`config.mk`:
```
export PLATFORM = sky130hd
export DESIGN_NAME = uart_16550_register_block_top
export DESIGN_NICKNAME = d
export VERILOG_FILES = /design/src/hw/rtl/u16550_pkg.sv /design/src/hw/rtl/u16550_ram.sv /design/src/hw/rtl/uart_16550_register_block_top.sv
export SDC_FILE = /design/constraint.sdc
export NUM_CORES = 1
export LEC_CHECK = 0
export BUFFER_PORTS_ARGS = -buffer_cell sky130_fd_sc_hd__buf_2
export CAP_MARGIN = 40
export CORE_MARGIN = 2
export CORE_UTILIZATION = 50
export CTS_BUF_LIST = sky130_fd_sc_hd__clkbuf_4 sky130_fd_sc_hd__clkbuf_8
export DETAILED_ROUTE_END_ITERATION = 6
export PLACE_DENSITY = 0.66
export RECOVER_POWER = 100
export SLEW_MARGIN = 20
export SYNTH_ARGS = -nofsm -noshare
export SYNTH_HDL_FRONTEND = slang
export SYNTH_SLANG_ARGS = --single-unit
```
`constraint.sdc`:
```
create_clock -name aclk -period 2.6 [get_ports aclk]
set_input_delay 0.26 -clock aclk [delete_from_list [all_inputs] [get_ports aclk]]
set_output_delay 0.26 -clock aclk [all_outputs]
set_load 0.02 [all_outputs]
```
`src/hw/rtl/u16550_pkg.sv`:
```
// Shared constants, types and register codes for the 16550 register block.
`timescale 1ns / 1ps

package u16550_pkg;

    // FIFO geometry; every pointer and count width is derived from the depth.
    localparam int FIFO_DEPTH = 16;
    localparam int PTR_W      = (FIFO_DEPTH > 1) ? $clog2(FIFO_DEPTH) : 1;
    localparam int CNT_W      = $clog2(FIFO_DEPTH + 1);
    localparam int SUM_W      = PTR_W + 1;

    // Kinds of transaction on the input channel.
    typedef enum logic [1:0] {
        REQ_BUS_READ  = 2'd0,
        REQ_BUS_WRITE = 2'd1,
        REQ_RX_BYTE   = 2'd2,
        REQ_TX_TICK   = 2'd3
    } req_type_t;

    // Register offsets from the port base.
    localparam logic [2:0] OFF_DATA = 3'd0;
    localparam logic [2:0] OFF_IER  = 3'd1;
    localparam logic [2:0] OFF_FCR  = 3'd2;
    localparam logic [2:0] OFF_LCR  = 3'd3;
    localparam logic [2:0] OFF_MCR  = 3'd4;
    localparam logic [2:0] OFF_LSR  = 3'd5;
    localparam logic [2:0] OFF_MSR  = 3'd6;
    localparam logic [2:0] OFF_SCR  = 3'd7;

    // Register bit fields.
    localparam int         LCR_DLAB_BIT     = 7;
    localparam logic [7:0] IIR_NONE         = 8'h01;
    localparam logic [7:0] IIR_FIFO_BITS    = 8'hC0;
    localparam int         FCR_ENABLE_BIT   = 0;
    localparam int         FCR_CLEAR_RX_BIT = 1;
    localparam int         FCR_CLEAR_TX_BIT = 2;
    localparam logic [7:0] LSR_DR           = 8'h01;
    localparam logic [7:0] LSR_OE           = 8'h02;
    localparam logic [7:0] LSR_THRE         = 8'h20;
    localparam logic [7:0] LSR_TEMT         = 8'h40;
    localparam int         IER_W            = 4;
    localparam int         MCR_W            = 5;

endpackage

```
`src/hw/rtl/u16550_ram.sv`:
```
// Generic single-clock RAM with one write port and one registered read port.
`timescale 1ns / 1ps

module u16550_ram #(
    parameter int WIDTH = 8,
    parameter int DEPTH = 16,
    parameter int ADDR_W = (DEPTH > 1) ? $clog2(DEPTH) : 1
) (
    input  logic              aclk,
    input  logic              we,
    input  logic [ADDR_W-1:0] waddr,
    input  logic [WIDTH-1:0]  wdata,
    input  logic              re,
    input  logic [ADDR_W-1:0] raddr,
    output logic [WIDTH-1:0]  rdata
);

    logic [WIDTH-1:0] mem_reg [DEPTH];
    logic [WIDTH-1:0] rdata_reg;

    always_ff @(posedge aclk) begin
        if (we) begin
            mem_reg[waddr] <= wdata;
        end
        if (re) begin
            rdata_reg <= mem_reg[raddr];
        end
    end

    assign rdata = rdata_reg;

endmodule

```
`src/hw/rtl/uart_16550_register_block_top.sv`:
```
// Top level of the 16550 register block: register file, FIFO control and output stage.
`timescale 1ns / 1ps

// Usage. Every input transaction is one of four kinds: a bus read or a bus
// write at one of eight register offsets, a byte received from the serial
// line, or a transmitter-ready tick. Every input transaction produces exactly
// one output transaction carrying read_byte (the register value of a bus read,
// zero otherwise) and send_valid/send_byte (a byte leaving the transmit FIFO).
// Bit 7 of LCR maps offsets 0 and 1 onto the divisor latches.
// Each result passes through the read stage, which waits for the registered
// FIFO RAM read data, and then the output register before it is offered.
// Throughput is one transaction per cycle while the output is not stalled:
// control registers and FIFO pointers update in the acceptance cycle, so the
// next transaction sees them at once, and a push written in one cycle is
// readable by a pop in the next.
// When the receiver stalls, the result waits in the output register while one
// more transaction is accepted into the read stage; s_ready then drops until
// the output register drains. The RAM read data holds meanwhile because no
// new read is issued. Reset clears the control registers, pointers, counts and
// valid flags; the FIFO RAM contents are never cleared, since only counted
// entries are read.

module uart_16550_register_block_top
    import u16550_pkg::*;
(
    input  logic       aclk,
    input  logic       aresetn,
    input  logic       s_valid,
    output logic       s_ready,
    input  logic [1:0] s_req_type,
    input  logic [2:0] s_reg_offset,
    input  logic [7:0] s_write_byte,
    input  logic [7:0] s_line_byte,
    output logic       m_valid,
    input  logic       m_ready,
    output logic [7:0] m_read_byte,
    output logic       m_send_valid,
    output logic [7:0] m_send_byte
);

    // Architectural registers. The FCR trigger level field has no consumer
    // here because interrupt generation is outside this block, so it is not held.
    logic [7:0]       lcr_reg, lcr_next;
    logic [IER_W-1:0] ier_reg, ier_next;
    logic [MCR_W-1:0] mcr_reg, mcr_next;
    logic [7:0]       scr_reg, scr_next;
    logic [7:0]       dll_reg, dll_next;
    logic [7:0]       dlm_reg, dlm_next;
    logic             fifo_en_reg, fifo_en_next;
    logic             overrun_reg, overrun_next;

    // FIFO pointers; the data itself lives in the two RAMs.
    logic [PTR_W-1:0] rx_head_reg, rx_head_next;
    logic [CNT_W-1:0] rx_count_reg, rx_count_next;
    logic [PTR_W-1:0] tx_head_reg, tx_head_next;
    logic [CNT_W-1:0] tx_count_reg, tx_count_next;

    // Read stage: holds the transaction while the registered RAM read data arrives.
    logic       s1_valid_reg, s1_valid_next;
    logic [7:0] s1_read_reg, s1_read_next;
    logic       s1_rx_pop_reg, s1_rx_pop_next;
    logic       s1_send_reg, s1_send_next;

    // Output stage.
    logic       m_valid_reg, m_valid_next;
    logic [7:0] m_read_reg, m_read_next;
    logic       m_send_valid_reg, m_send_valid_next;
    logic [7:0] m_send_byte_reg, m_send_byte_next;

    // RAM ports.
    logic             rx_we, rx_re, tx_we, tx_re;
    logic [PTR_W-1:0] rx_waddr, tx_waddr;
    logic [7:0]       rx_wdata, tx_wdata;
    logic [7:0]       rx_rdata, tx_rdata;

    logic      advance_out;
    logic      accept;
    logic      dlab;
    logic      rx_full, tx_full, rx_empty, tx_empty;
    req_type_t req;

    function automatic logic [PTR_W-1:0] tail_addr(input logic [PTR_W-1:0] head,
                                                   input logic [CNT_W-1:0] count);
        logic [SUM_W-1:0] sum;
        sum = SUM_W'(head) + SUM_W'(count);
        if (sum >= SUM_W'(FIFO_DEPTH)) begin
            sum = sum - SUM_W'(FIFO_DEPTH);
        end
        return sum[PTR_W-1:0];
    endfunction

    function automatic logic [PTR_W-1:0] next_addr(input logic [PTR_W-1:0] head);
        logic [PTR_W-1:0] nxt;
        if (head == PTR_W'(FIFO_DEPTH - 1)) begin
            nxt = '0;
        end else begin
            nxt = head + PTR_W'(1);
        end
        return nxt;
    endfunction

    // A new transaction enters whenever the read stage is empty or moves on.
    assign advance_out = !m_valid_reg || m_ready;
    assign s_ready     = !s1_valid_reg || advance_out;
    assign accept      = s_valid && s_ready;

    assign req      = req_type_t'(s_req_type);
    assign dlab     = lcr_reg[LCR_DLAB_BIT];
    assign rx_full  = (rx_count_reg == CNT_W'(FIFO_DEPTH));
    assign tx_full  = (tx_count_reg == CNT_W'(FIFO_DEPTH));
    assign rx_empty = (rx_count_reg == '0);
    assign tx_empty = (tx_count_reg == '0);

    assign rx_waddr = tail_addr(rx_head_reg, rx_count_reg);
    assign tx_waddr = tail_addr(tx_head_reg, tx_count_reg);
    assign rx_wdata = s_line_byte;
    assign tx_wdata = s_write_byte;

    always_comb begin
        lcr_next      = lcr_reg;
        ier_next      = ier_reg;
        mcr_next      = mcr_reg;
        scr_next      = scr_reg;
        dll_next      = dll_reg;
        dlm_next      = dlm_reg;
        fifo_en_next  = fifo_en_reg;
        overrun_next  = overrun_reg;
        rx_head_next  = rx_head_reg;
        rx_count_next = rx_count_reg;
        tx_head_next  = tx_head_reg;
        tx_count_next = tx_count_reg;
        rx_we         = 1'b0;
        rx_re         = 1'b0;
        tx_we         = 1'b0;
        tx_re         = 1'b0;
        s1_read_next   = '0;
        s1_rx_pop_next = 1'b0;
        s1_send_next   = 1'b0;

        if (accept) begin
            unique case (req)
                REQ_BUS_READ: begin
                    unique case (s_reg_offset)
                        OFF_DATA: begin
                            if (dlab) begin
                                s1_read_next = dll_reg;
                            end else if (!rx_empty) begin
                                // The popped byte arrives from the RAM next cycle.
                                rx_re          = 1'b1;
                                s1_rx_pop_next = 1'b1;
                                rx_head_next   = next_addr(rx_head_reg);
                                rx_count_next  = rx_count_reg - CNT_W'(1);
                            end
                        end
                        OFF_IER: begin
                            s1_read_next = dlab ? dlm_reg : 8'(ier_reg);
                        end
                        OFF_FCR: begin
                            s1_read_next = IIR_NONE | (fifo_en_reg ? IIR_FIFO_BITS : 8'h00);
                        end
                        OFF_LCR: s1_read_next = lcr_reg;
                        OFF_MCR: s1_read_next = 8'(mcr_reg);
                        OFF_LSR: begin
                            // Overrun is reported as it stood, then cleared by the read.
                            s1_read_next = (rx_empty ? 8'h00 : LSR_DR) |
                                           (overrun_reg ? LSR_OE : 8'h00) |
                                           (tx_empty ? (LSR_THRE | LSR_TEMT) : 8'h00);
                            overrun_next = 1'b0;
                        end
                        OFF_MSR: s1_read_next = 8'h00;
                        OFF_SCR: s1_read_next = scr_reg;
                        default: s1_read_next = 8'h00;
                    endcase
                end
                REQ_BUS_WRITE: begin
                    unique case (s_reg_offset)
                        OFF_DATA: begin
                            if (dlab) begin
                                dll_next = s_write_byte;
                            end else if (!tx_full) begin
                                tx_we         = 1'b1;
                                tx_count_next = tx_count_reg + CNT_W'(1);
                            end
                        end
                        OFF_IER: begin
                            if (dlab) begin
                                dlm_next = s_write_byte;
                            end else begin
                                ier_next = s_write_byte[IER_W-1:0];
                            end
                        end
                        OFF_FCR: begin
                            fifo_en_next = s_write_byte[FCR_ENABLE_BIT];
                            if (s_write_byte[FCR_CLEAR_RX_BIT]) begin
                                rx_head_next  = '0;
                                rx_count_next = '0;
                            end
                            if (s_write_byte[FCR_CLEAR_TX_BIT]) begin
                                tx_head_next  = '0;
                                tx_count_next = '0;
                            end
                        end
                        OFF_LCR: lcr_next = s_write_byte;
                        OFF_MCR: mcr_next = s_write_byte[MCR_W-1:0];
                        OFF_SCR: scr_next = s_write_byte;
                        default: begin
                        end
                    endcase
                end
                REQ_RX_BYTE: begin
                    if (rx_full) begin
                        overrun_next = 1'b1;
                    end else begin
                        rx_we         = 1'b1;
                        rx_count_next = rx_count_reg + CNT_W'(1);
                    end
                end
                REQ_TX_TICK: begin
                    if (!tx_empty) begin
                        tx_re         = 1'b1;
                        s1_send_next  = 1'b1;
                        tx_head_next  = next_addr(tx_head_reg);
                        tx_count_next = tx_count_reg - CNT_W'(1);
                    end
                end
                default: begin
                end
            endcase
        end
    end

    // Pipeline stage control.
    always_comb begin
        if (accept) begin
            s1_valid_next = 1'b1;
        end else if (advance_out) begin
            s1_valid_next = 1'b0;
        end else begin
            s1_valid_next = s1_valid_reg;
        end

        m_valid_next      = m_valid_reg;
        m_read_next       = m_read_reg;
        m_send_valid_next = m_send_valid_reg;
        m_send_byte_next  = m_send_byte_reg;
        if (advance_out) begin
            m_valid_next      = s1_valid_reg;
            m_read_next       = s1_rx_pop_reg ? rx_rdata : s1_read_reg;
            m_send_valid_next = s1_send_reg;
            m_send_byte_next  = s1_send_reg ? tx_rdata : 8'h00;
        end
    end

    always_ff @(posedge aclk) begin
        if (!aresetn) begin
            lcr_reg      <= '0;
            ier_reg      <= '0;
            mcr_reg      <= '0;
            scr_reg      <= '0;
            dll_reg      <= '0;
            dlm_reg      <= '0;
            fifo_en_reg  <= 1'b0;
            overrun_reg  <= 1'b0;
            rx_head_reg  <= '0;
            rx_count_reg <= '0;
            tx_head_reg  <= '0;
            tx_count_reg <= '0;
            s1_valid_reg <= 1'b0;
            m_valid_reg  <= 1'b0;
        end else begin
            lcr_reg      <= lcr_next;
            ier_reg      <= ier_next;
            mcr_reg      <= mcr_next;
            scr_reg      <= scr_next;
            dll_reg      <= dll_next;
            dlm_reg      <= dlm_next;
            fifo_en_reg  <= fifo_en_next;
            overrun_reg  <= overrun_next;
            rx_head_reg  <= rx_head_next;
            rx_count_reg <= rx_count_next;
            tx_head_reg  <= tx_head_next;
            tx_count_reg <= tx_count_next;
            s1_valid_reg <= s1_valid_next;
            m_valid_reg  <= m_valid_next;
        end
    end

    // Payload registers carry no reset.
    always_ff @(posedge aclk) begin
        if (accept) begin
            s1_read_reg   <= s1_read_next;
            s1_rx_pop_reg <= s1_rx_pop_next;
            s1_send_reg   <= s1_send_next;
        end
        m_read_reg       <= m_read_next;
        m_send_valid_reg <= m_send_valid_next;
        m_send_byte_reg  <= m_send_byte_next;
    end

    u16550_ram #(
        .WIDTH (8),
        .DEPTH (FIFO_DEPTH)
    ) u_rx_ram (
        .aclk  (aclk),
        .we    (rx_we),
        .waddr (rx_waddr),
        .wdata (rx_wdata),
        .re    (rx_re),
        .raddr (rx_head_reg),
        .rdata (rx_rdata)
    );

    u16550_ram #(
        .WIDTH (8),
        .DEPTH (FIFO_DEPTH)
    ) u_tx_ram (
        .aclk  (aclk),
        .we    (tx_we),
        .waddr (tx_waddr),
        .wdata (tx_wdata),
        .re    (tx_re),
        .raddr (tx_head_reg),
        .rdata (tx_rdata)
    );

    assign m_valid      = m_valid_reg;
    assign m_read_byte  = m_read_reg;
    assign m_send_valid = m_send_valid_reg;
    assign m_send_byte  = m_send_byte_reg;

`ifndef NO_ASSERTIONS
    a_rx_count_bound: assert property (@(posedge aclk) disable iff (!aresetn)
        rx_count_reg <= CNT_W'(FIFO_DEPTH))
        else $error("receive FIFO count exceeds its depth");

    a_tx_count_bound: assert property (@(posedge aclk) disable iff (!aresetn)
        tx_count_reg <= CNT_W'(FIFO_DEPTH))
        else $error("transmit FIFO count exceeds its depth");

    a_pop_not_empty: assert property (@(posedge aclk) disable iff (!aresetn)
        !(rx_re && rx_empty) && !(tx_re && tx_empty))
        else $error("FIFO RAM read issued while the FIFO is empty");

    a_stall_full: assert property (@(posedge aclk) disable iff (!aresetn)
        !s_ready |-> (s1_valid_reg && m_valid_reg && !m_ready))
        else $error("input stalled while the pipeline has room");

    a_rdata_held: assert property (@(posedge aclk) disable iff (!aresetn)
        (s1_valid_reg && s1_rx_pop_reg && !advance_out) |=> $stable(rx_rdata))
        else $error("receive RAM data changed while its pop waits in the read stage");
`endif

endmodule

```
==> flow_summary.json, run 1 <==
{
  "max_cap_viol_count": 1,
  "cts_buffers": 56,
  "dieArea_mm2": 0.0313,
  "final_util": 0.575,
  "setup_viol": 0,
  "period_share": 0.922,
  "synth-seq-cells": 362,
  "dp_cells": 1410,
  "tns_ps": 0,
  "core_area_mm2": 0.0296,
  "fin_nets": 1123,
  "grt_max_degree": 38,
  "antenna_found_initial": 0,
  "p_total_mw": 11.9,
  "worst-r2r-setup-slack_ps": 200,
  "insertion_delay_ps": 600,
  "synth_cell_types": 57,
  "wl_um": 32400,
  "synth-seq-area-share": 0.684,
  "slew_viol_final": 33,
  "period_needed_ps": 2400,
  "syn_to_final_growth_pct": 13.7,
  "endpoint_kind": "flip-flop",
  "ys.flop_type": "edfxtp_1",
  "start_kind": "flip-flop",
  "fp-row-count": 63,
  "hold_viol_final": 0,
  "postRouteAntennaNets": 0,
  "worstReg2RegStart": "tx_count_reg[0]",
  "synth-async-reset-ratio": 0,
  "dp_hpwl_um": 21100,
  "power_density_mw_per_mm2": 702,
  "worst_pin_slew_ps": 1660,
  "cp.arrival_ps": 2630,
  "place_congestion": 0.798,
  "drive_gt1_frac": 0.196,
  "placed_cell_area_mm2": 0.0160,
  "crit_end": "u_tx_ram.mem_reg[2][1]",
  "grt_pass1_wl_um": 49900,
  "crit_fanout": 8,
  "outcome": "finished, violations left",
  "clock_skew_ps": 20.3,
  "io_pins": 44,
  "reg2regPathDepth": 5,
  "die_w_um": 177,
  "max_clock_freq_mhz": 417,
  "synth_area_per_cell_um2": 15.5,
  "cts-resized-gates": 0,
  "io_buffers": 43,
  "crit_type": "flip-flop to flip-flop",
  "fin_cells": 1512,
  "grt_pass1_vias": 8416,
  "final_common_cell": "edfxtp_1",
  "cts_root_buffer": "clkbuf_8",
  "p_leak_nw": 5.68,
  "die_h_um": 177,
  "crit_path_start": "tx_count_reg[0]",
  "n_antenna_cell": 0,
  "min_path_type": "primary input to flip-flop",
  "grtUsageTotal": 0.213,
  "drtIter0Drc": 823,
  "worstPathRequired_ps": 2830,
  "vias": 8573,
  "htree_levels": 2,
  "syn_area_mm2": 0.0150,
  "maxSlewHeadroom": -0.105,
  "cts_sinks": 362,
  "clock_path_buffers": 3,
  "violations": "design-rule violations, max-capacitance violations, max-slew violations",
  "netlist_instances": 963,
  "dr.pass1.iters": 7,
  "ys_warn_count": 0,
  "layout_common_cells": "299 x edfxtp_1, 95 x nor2_1, 72 x nand2_1",
  "design_area_mm2": 0.0170,
  "grt-ovfl-total": 0,
  "synth_edf_count": 299,
  "start_util": 0.506,
  "r2r_end": "u_tx_ram.mem_reg[2][1]",
  "cts_tree": "done",
  "drc": 3,
  "post_drt_wl_per_cell_um": 21.5,
  "ir_worst_vdd_mv": 0.368,
  "drt-vias-per-instance": 5.67,
  "syn_nets": 1005,
  "rsz0062_at_grt": "no",
  "clk_pin_slew_worst_paths_ps": 60
}
## synthesized netlist by cell type, types with 7 or more instances
master	n	area share
edfxtp_1	299	0.60
o21ai_0	17	0.0057
dfxtp_1	63	0.084
clkbuf_1	37	0.0093
nand2b_1	7	0.0029
ha_1	14	0.012
nand3_1	14	0.0047
mux2_2	11	0.0083
nor2b_1	23	0.0096
a31oi_1	17	0.0071
mux4_2	64	0.096
buf_2	11	0.0037
and2_1	11	0.0046
nor2_1	95	0.024
xnor2_1	9	0.0053
inv_1	7	0.0018
mux2i_1	50	0.033
nand2_1	72	0.018
a211oi_1	17	0.0085
a21oi_1	34	0.011
## stage by stage
| stage | worst slack [ps] | hold WS (ps) |
|---|---|---|
| floorplan | 163 | 359 |
| global placement | 210 | 439 |
| detailed placement | 195 | 441 |
| CTS | 231 | 52.5 |
| global route | 22.7 | 165 |
| finish | 204 | 185 |
## cell families after synthesis
family	Yosys count	synth area share
flip-flops	362	0.684
AND/OR/NAND/NOR	265	0.0840
multiplexers	125	0.138
AO/OA/AOI/OAI	115	0.0514
buffers and inverters	65	0.0182
adder cells (fa/ha/maj)	17	0.0157
XOR/XNOR	14	0.00819
## routing by layer
metal,up-vias,GRT usage,part of all wire
met5,-,0,0
met4,0,0.0541,0.017
met3,46,0.0453,0.078
met2,300,0.306,0.43
met1,4275,0.331,0.47
li1,3952,-,-
## final cells by class
type,instances,area [um2]
timing repair buffer,114,566
clock inverter,16,191
multi-input combinational,536,4430
inverter,11,41.3
clock buffer,83,1050
tap,390,488
fill,2355,12500
sequential,362,10200
## critical path, stage by stage (launching register included)
cell	delay [ps]
dfxtp_1	380
ha_1	240
fa_1	530
nand4b_1	290
nor2_1	180
clkbuf_1	430
## how the worst min path moves through the flow
stage,cells after the start,to,slack [ps],startpoint
finish,3,s1_rx_pop_reg,190,s_reg_offset[1]
global route,3,s1_rx_pop_reg,170,s_reg_offset[1]
CTS,1,u_rx_ram.mem_reg[5][7],50,s_line_byte[7]
detailed placement,2,m_valid,440,s1_valid_reg
global placement,2,m_valid,440,s1_valid_reg
floorplan,0,u_rx_ram.mem_reg[0][0],360,s_line_byte[0]
## what timing repair did
item	4_1_cts	5_1_grt
hold buffers	2	0
hold endpoints to repair	5	0
buffers inserted	0	0
## power by group
group | switching (mW) | internal (mW)
registers | 0.0335 | 6.32
clock network | 2.14 | 2.97
logic | 0.323 | 0.147
Power figures use the tool's default switching activity.
==> run 2, diff against run 1 <==
Settings changed: BUFFER_PORTS_ARGS -buffer_cell sky130_fd_sc_hd__buf_2 to not set, DONT_BUFFER_PORTS set to 1, PLACE_DENSITY 0.66 to not set, SYNTH_HIERARCHICAL set to 1.
==> run 2 against run 1 <==
  * The flow now finishes without violations
  * Clock power down 5.9%
  * Worst hold slack got worse by 130 ps
  * Sequential power is essentially flat
  * Non-clock buffer count is 22 lower
  * Critical path type unchanged
  * Largest cell class unchanged
==> flow_summary.json, run 2 <==
{
  "cpMaxStageDelayCell": "clkbuf_1",
  "final_util": 0.576,
  "clk_pin_slew_worst_paths_ps": 60,
  "fin_nets": 1092,
  "start_util": 0.510,
  "ys.flop_type": "edfxtp_1",
  "netlist_instances": 948,
  "io_buffers": 0,
  "crit_fanout": 8,
  "p_leak_nw": 5.83,
  "dieArea_mm2": 0.0317,
  "syn_area_mm2": 0.0151,
  "period_needed_ps": 2450,
  "synth_cell_types": 65,
  "synth-async-reset-ratio": 0,
  "worstHoldStart": "s_req_type[0]",
  "worstPathRequired_ps": 2800,
  "cts_root_buffer": "clkbuf_8",
  "max_cap_viol_count": 0,
  "syn_nets": 990,
  "critPathMaxStageDelay_ps": 430,
  "die_h_um": 178,
  "cts_sinks": 362,
  "final_common_cell": "edfxtp_1",
  "ir_worst_vdd_mv": 0.367,
  "grt-ovfl-total": 0,
  "vias": 8517,
  "place_congestion": 0.792,
  "ys_top_cells_by_count": "299 x edfxtp_1, 65 x nand2_1, 63 x dfxtp_1, 45 x o21ai_0, 43 x nor2_1",
  "cpLargestDelayFamily": "buffers and inverters",
  "dr.pass1.iters": 5,
  "fillers": 2313,
  "io_pins": 44,
  "min_path_type": "primary input to flip-flop",
  "grt_pass1_wl_um": 50300,
  "worst-r2r-setup-slack_ps": 150,
  "ys_warn_count": 6,
  "design_area_mm2": 0.0171,
  "cts_tree": "done",
  "r2r_end": "u_tx_ram/mem_reg[10][1]",
  "core_area_mm2": 0.0297,
  "htree_levels": 2,
  "synth-seq-cells": 362,
  "worstReg2RegStart": "tx_count_reg[0]",
  "post_drt_wl_per_cell_um": 21.8,
  "hold_viol_final": 0,
  "wl_um": 32300,
  "setup_viol": 0,
  "period_share": 0.944,
  "synth_area_per_cell_um2": 16.0,
  "synth-seq-area-share": 0.676,
  "worst_pin_slew_ps": 1260,
  "postRouteAntennaNets": 0,
  "layout_common_cells": "299 x edfxtp_1, 65 x nand2_1, 62 x clkbuf_8",
  "yosys.cell_count.top_type": "edfxtp_1",
  "synthTopCellsByArea": "edfxtp_1 59%, dfxtp_1 8.3%, mux4_2 5.5%, mux4_1 4.9%, mux2i_1 2.2%",
  "die_w_um": 178,
  "endpoint_kind": "flip-flop",
  "cts_buffers": 57,
  "grt_max_degree": 80,
  "drt-vias-per-instance": 5.74,
  "power_density_mw_per_mm2": 683,
  "cp.arrival_ps": 2650,
  "reg2regPathDepth": 8,
  "start_kind": "flip-flop",
  "min_delay_path_depth": 2,
  "yosys.area.top_type": "edfxtp_1",
  "crit_type": "flip-flop to flip-flop",
  "synth_top_area_share": 0.593,
  "outcome": "finished clean",
  "tns_ps": 0,
  "synth_edf_count": 299,
  "clock_path_buffers": 3,
  "worstHoldEndpoint": "tx_count_reg[1]",
  "maxSlewHeadroom": 0.149,
  "grtUsageTotal": 0.212,
  "rsz0062_at_grt": "no",
  "antenna_found_initial": 1,
  "crit_chain": "ha_1 > inv_1 > fa_1 > xnor2_1 > buf_4 > nand3b_1 > nor2_1 > clkbuf_1",
  "insertion_delay_ps": 580,
  "syn_to_final_growth_pct": 13.1,
  "p_total_mw": 11.7,
  "n_antenna_cell": 0,
  "max_clock_freq_mhz": 407,
  "clock_skew_ps": 26.2,
  "fp-row-count": 63,
  "drive_gt1_frac": 0.181,
  "dp_hpwl_um": 20600,
  "slew_viol_final": 0,
  "path_buf_inv": 3,
  "placed_cell_area_mm2": 0.0159,
  "hold_ws_ps": 52.8,
  "drc": 0,
  "grt_pass1_vias": 8495,
  "drtIter0Drc": 594
}
[run 2: cell types whose count changed after synthesis, moves of 25 or more]
| cell | change |
|---|---|
| a22oi_1 | +35 |
| nand3_1 | +25 |
| mux4_1 | +28 |
| o21ai_0 | +28 |
| mux4_2 | -27 |
| nor2_1 | -52 |
[run 2: power by group]
part | internal (mW) | switching, mW
clock | 2.71 | 2.10
combinational | 0.184 | 0.304
sequential | 6.33 | 0.0620
total | 9.23 | 2.47
[run 2: worst max-delay path by stage]
| stage | start | slack, ps | endpoint | cells past startpoint |
|---|---|---|---|---|
| floorplan | s_reg_offset[2] | 70 | u_tx_ram/mem_reg[2][0] | 6 |
| CTS | tx_count_reg[0] | 20 | u_tx_ram/mem_reg[0][0] | 8 |
| global placement | tx_count_reg[0] | 170 | u_tx_ram/mem_reg[0][0] | 8 |
| global route | tx_count_reg[0] | 20 | u_tx_ram/mem_reg[10][7] | 8 |
| finish | tx_count_reg[0] | 150 | u_tx_ram/mem_reg[10][1] | 8 |
| detailed placement | tx_count_reg[0] | 80 | u_tx_ram/mem_reg[0][0] | 8 |
[run 2: through the flow]
stage | cells | setup slack, ps
finish | 1483 | 145
global route | 1483 | 23.6
CTS | 1478 | 24.7
detailed placement | 1352 | 76.3
global placement | 1351 | 167
floorplan | 948 | 66.3
[run 2: per-layer routing]
layer | routed length (um) | GRT usage | vias to the layer above
met4 | 579 | 0.0560 | 2
li1 | - | - | 3946
met2 | 15000 | 0.331 | 245
met1 | 14700 | 0.302 | 4277
met5 | 13 | 0 | -
met3 | 1990 | 0.0486 | 47
[run 2: layout make-up]
type,instances,area [um2],share of cell area
flip-flops and latches,362,10200,0.598
multi-input cells,522,4530,0.265
clock buffers,85,1030,0.0599
repair buffers,92,652,0.0381
well taps,390,488,0.0285
clock inverters,17,131,0.00767
inverters,15,56.3,0.00329
[run 2: cell families (layout without fill, tap and decap cells)]
kind of cell | after synthesis | count (layout) | synth area share
XOR/XNOR | 7 | 7 | 0.00405
buffers and inverters | 64 | 209 | 0.0235
AO/OA/AOI/OAI | 134 | 134 | 0.0601
flip-flops | 362 | 362 | 0.676
adder cells (fa/ha/maj) | 17 | 17 | 0.0155
multiplexers | 108 | 108 | 0.133
AND/OR/NAND/NOR | 256 | 256 | 0.0878
[run 2: repair_timing]
item	CTS	global route
setup buffers	0	1
endpoints found under the hold margin	320	0
gates resized for setup	0	1
hold buffers	24	0
setup endpoints to repair	0	32
==> run 3, diff against run 2 <==
Settings changed: CORE_UTILIZATION 50 to 40.
==> run 3 against run 2 <==
  * Global-route usage fell by 3.4 points
  * Non-clock buffer count fell by 4
  * Power rose by 2.0%
  * Final area rose by 1.2%
  * Final cell count rose by 8.6%
  * Clock-buffer cell count fell by 10
  * Fmax fell by 2.2%
  * Combinational power rose by 6.8%
  * Die area rose by 24%
  * The flow now finishes with violations (max-capacitance violations)
  * Worst setup slack got worse by 56 ps
==> flow_summary.json, run 3 (synthesis results as in run 2) <==
{
  "critPathMaxStageDelay_ps": 550,
  "crit_path_start": "m_valid",
  "worstHoldStart": "s_reg_offset[2]",
  "grtUsageTotal": 0.178,
  "die_w_um": 199,
  "placed_cell_area_mm2": 0.0159,
  "cts_buffers": 59,
  "clock_path_buffers": 3,
  "crit_end": "mcr_reg[3]",
  "path_buf_inv": 3,
  "start_kind": "flip-flop",
  "hold_viol_final": 0,
  "hold_ws_ps": 22.9,
  "htree_levels": 2,
  "postRouteAntennaNets": 0,
  "crit_chain": "nand3b_1 > buf_4 > nor3b_1 > clkbuf_1 > nand3_1 > mux2i_1 > nor2b_1 > dlygate4sd3_1",
  "period_share": 0.966,
  "fillers": 3274,
  "cp.arrival_ps": 3050,
  "rsz0062_at_grt": "yes",
  "io_buffers": 0,
  "p_leak_nw": 5.82,
  "drt-vias-per-instance": 5.33,
  "dr.pass1.iters": 5,
  "grt_max_degree": 81,
  "drtIter0Drc": 659,
  "dp_slack_ps": 115,
  "post_cts_buffers": 0,
  "cts_root_buffer": "clkbuf_8",
  "cpLargestDelayFamily": "buffers and inverters",
  "fin_cells": 1611,
  "max_clock_freq_mhz": 398,
  "worstPathRequired_ps": 3140,
  "cpMaxStageDelayCell": "dlygate4sd3_1",
  "final_common_cell": "edfxtp_1",
  "dp_hpwl_um": 20800,
  "layout_common_cells": "299 x edfxtp_1, 65 x nand2_1, 62 x dfxtp_1",
  "cts_tree": "done",
  "worst-r2r-setup-slack_ps": 90,
  "path_depth": 8,
  "multi_input_area_mm2": 0.00454,
  "die_h_um": 199,
  "maxSlewHeadroom": 0.00400,
  "layout_setup_ws_ps": 89.6,
  "grt-ovfl-total": 0,
  "worst_pin_slew_ps": 1490,
  "syn_to_final_growth_pct": 14.4,
  "min_path_type": "primary input to flip-flop",
  "slew_viol_final": 0,
  "seq_area_mm2": 0.0102,
  "ir_worst_vdd_mv": 0.362,
  "start_util": 0.404,
  "outcome": "finished, violations left",
  "violations": "max-capacitance violations",
  "wl_um": 34000,
  "post_drt_wl_per_cell_um": 21.1,
  "design_area_mm2": 0.0173,
  "drive_gt1_frac": 0.182,
  "dp_cells": 1464,
  "r2r_end": "mcr_reg[3]",
  "power_density_mw_per_mm2": 689,
  "insertion_delay_ps": 650,
  "setup_viol": 0,
  "final_util": 0.462,
  "cts_sinks": 362,
  "fp-row-count": 71,
  "worstReg2RegStart": "m_valid",
  "endpoint_kind": "flip-flop",
  "period_needed_ps": 2510,
  "fin_nets": 1090,
  "place_congestion": 0.805,
  "crit_type": "flip-flop to flip-flop",
  "clock_skew_ps": 22.0,
  "p_total_mw": 11.9,
  "dieArea_mm2": 0.0394,
  "clk_pin_slew_worst_paths_ps": 60,
  "tns_ps": 0,
  "max_cap_viol_count": 1,
  "grt_pass1_vias": 8555,
  "antenna_found_initial": 5,
  "vias": 8592,
  "io_pins": 44,
  "grt_pass1_wl_um": 51800,
  "core_area_mm2": 0.0375,
  "crit_fanout": 5,
  "reg2regPathDepth": 8,
  "drc": 0
}
-- run 3: where the power goes --
part | leakage [nW] | switching [mW] | internal (mW)
clock network | 0.631 | 2.27 | 2.76
logic | 1.94 | 0.331 | 0.190
registers | 3.25 | 0.0550 | 6.33
total | 5.82 | 2.65 | 9.28
-- run 3: timing repair --
action	CTS	global route
gates resized for setup	0	6
endpoints found under the setup margin	0	108
hold endpoints to repair	321	0
hold buffers	26	0
-- run 3: final cells by class --
cell class	count	share of cell area
multi-input cells	522	0.262
inverters	15	0.00325
repair buffers	88	0.0373
clock inverters	34	0.0153
clock buffers	75	0.0538
diodes	4	0.000578
well taps	511	0.0369
flip-flops and latches	362	0.591
-- run 3: metal layers --
metal | track usage | vias up | wire length [um] | part of all wire
li1 | - | 3958 | - | -
met5 | 0 | - | 13 | 0.00038
met3 | 0.0444 | 76 | 2230 | 0.065
met2 | 0.279 | 244 | 16100 | 0.47
met1 | 0.240 | 4312 | 14700 | 0.43
met4 | 0.0652 | 2 | 977 | 0.029
-- run 3: worst min path at each step --
stage                             endpoint  slack [ps]  cells past startpoint
finish                      s1_read_reg[3]          20                      2
global route                s1_read_reg[3]          10                      2
CTS                          s1_rx_pop_reg         0.2                      3
detailed placement  u_rx_ram/mem_reg[9][4]         360                      0
global placement    u_rx_ram/mem_reg[8][4]         360                      0
floorplan           u_rx_ram/mem_reg[0][0]         360                      0
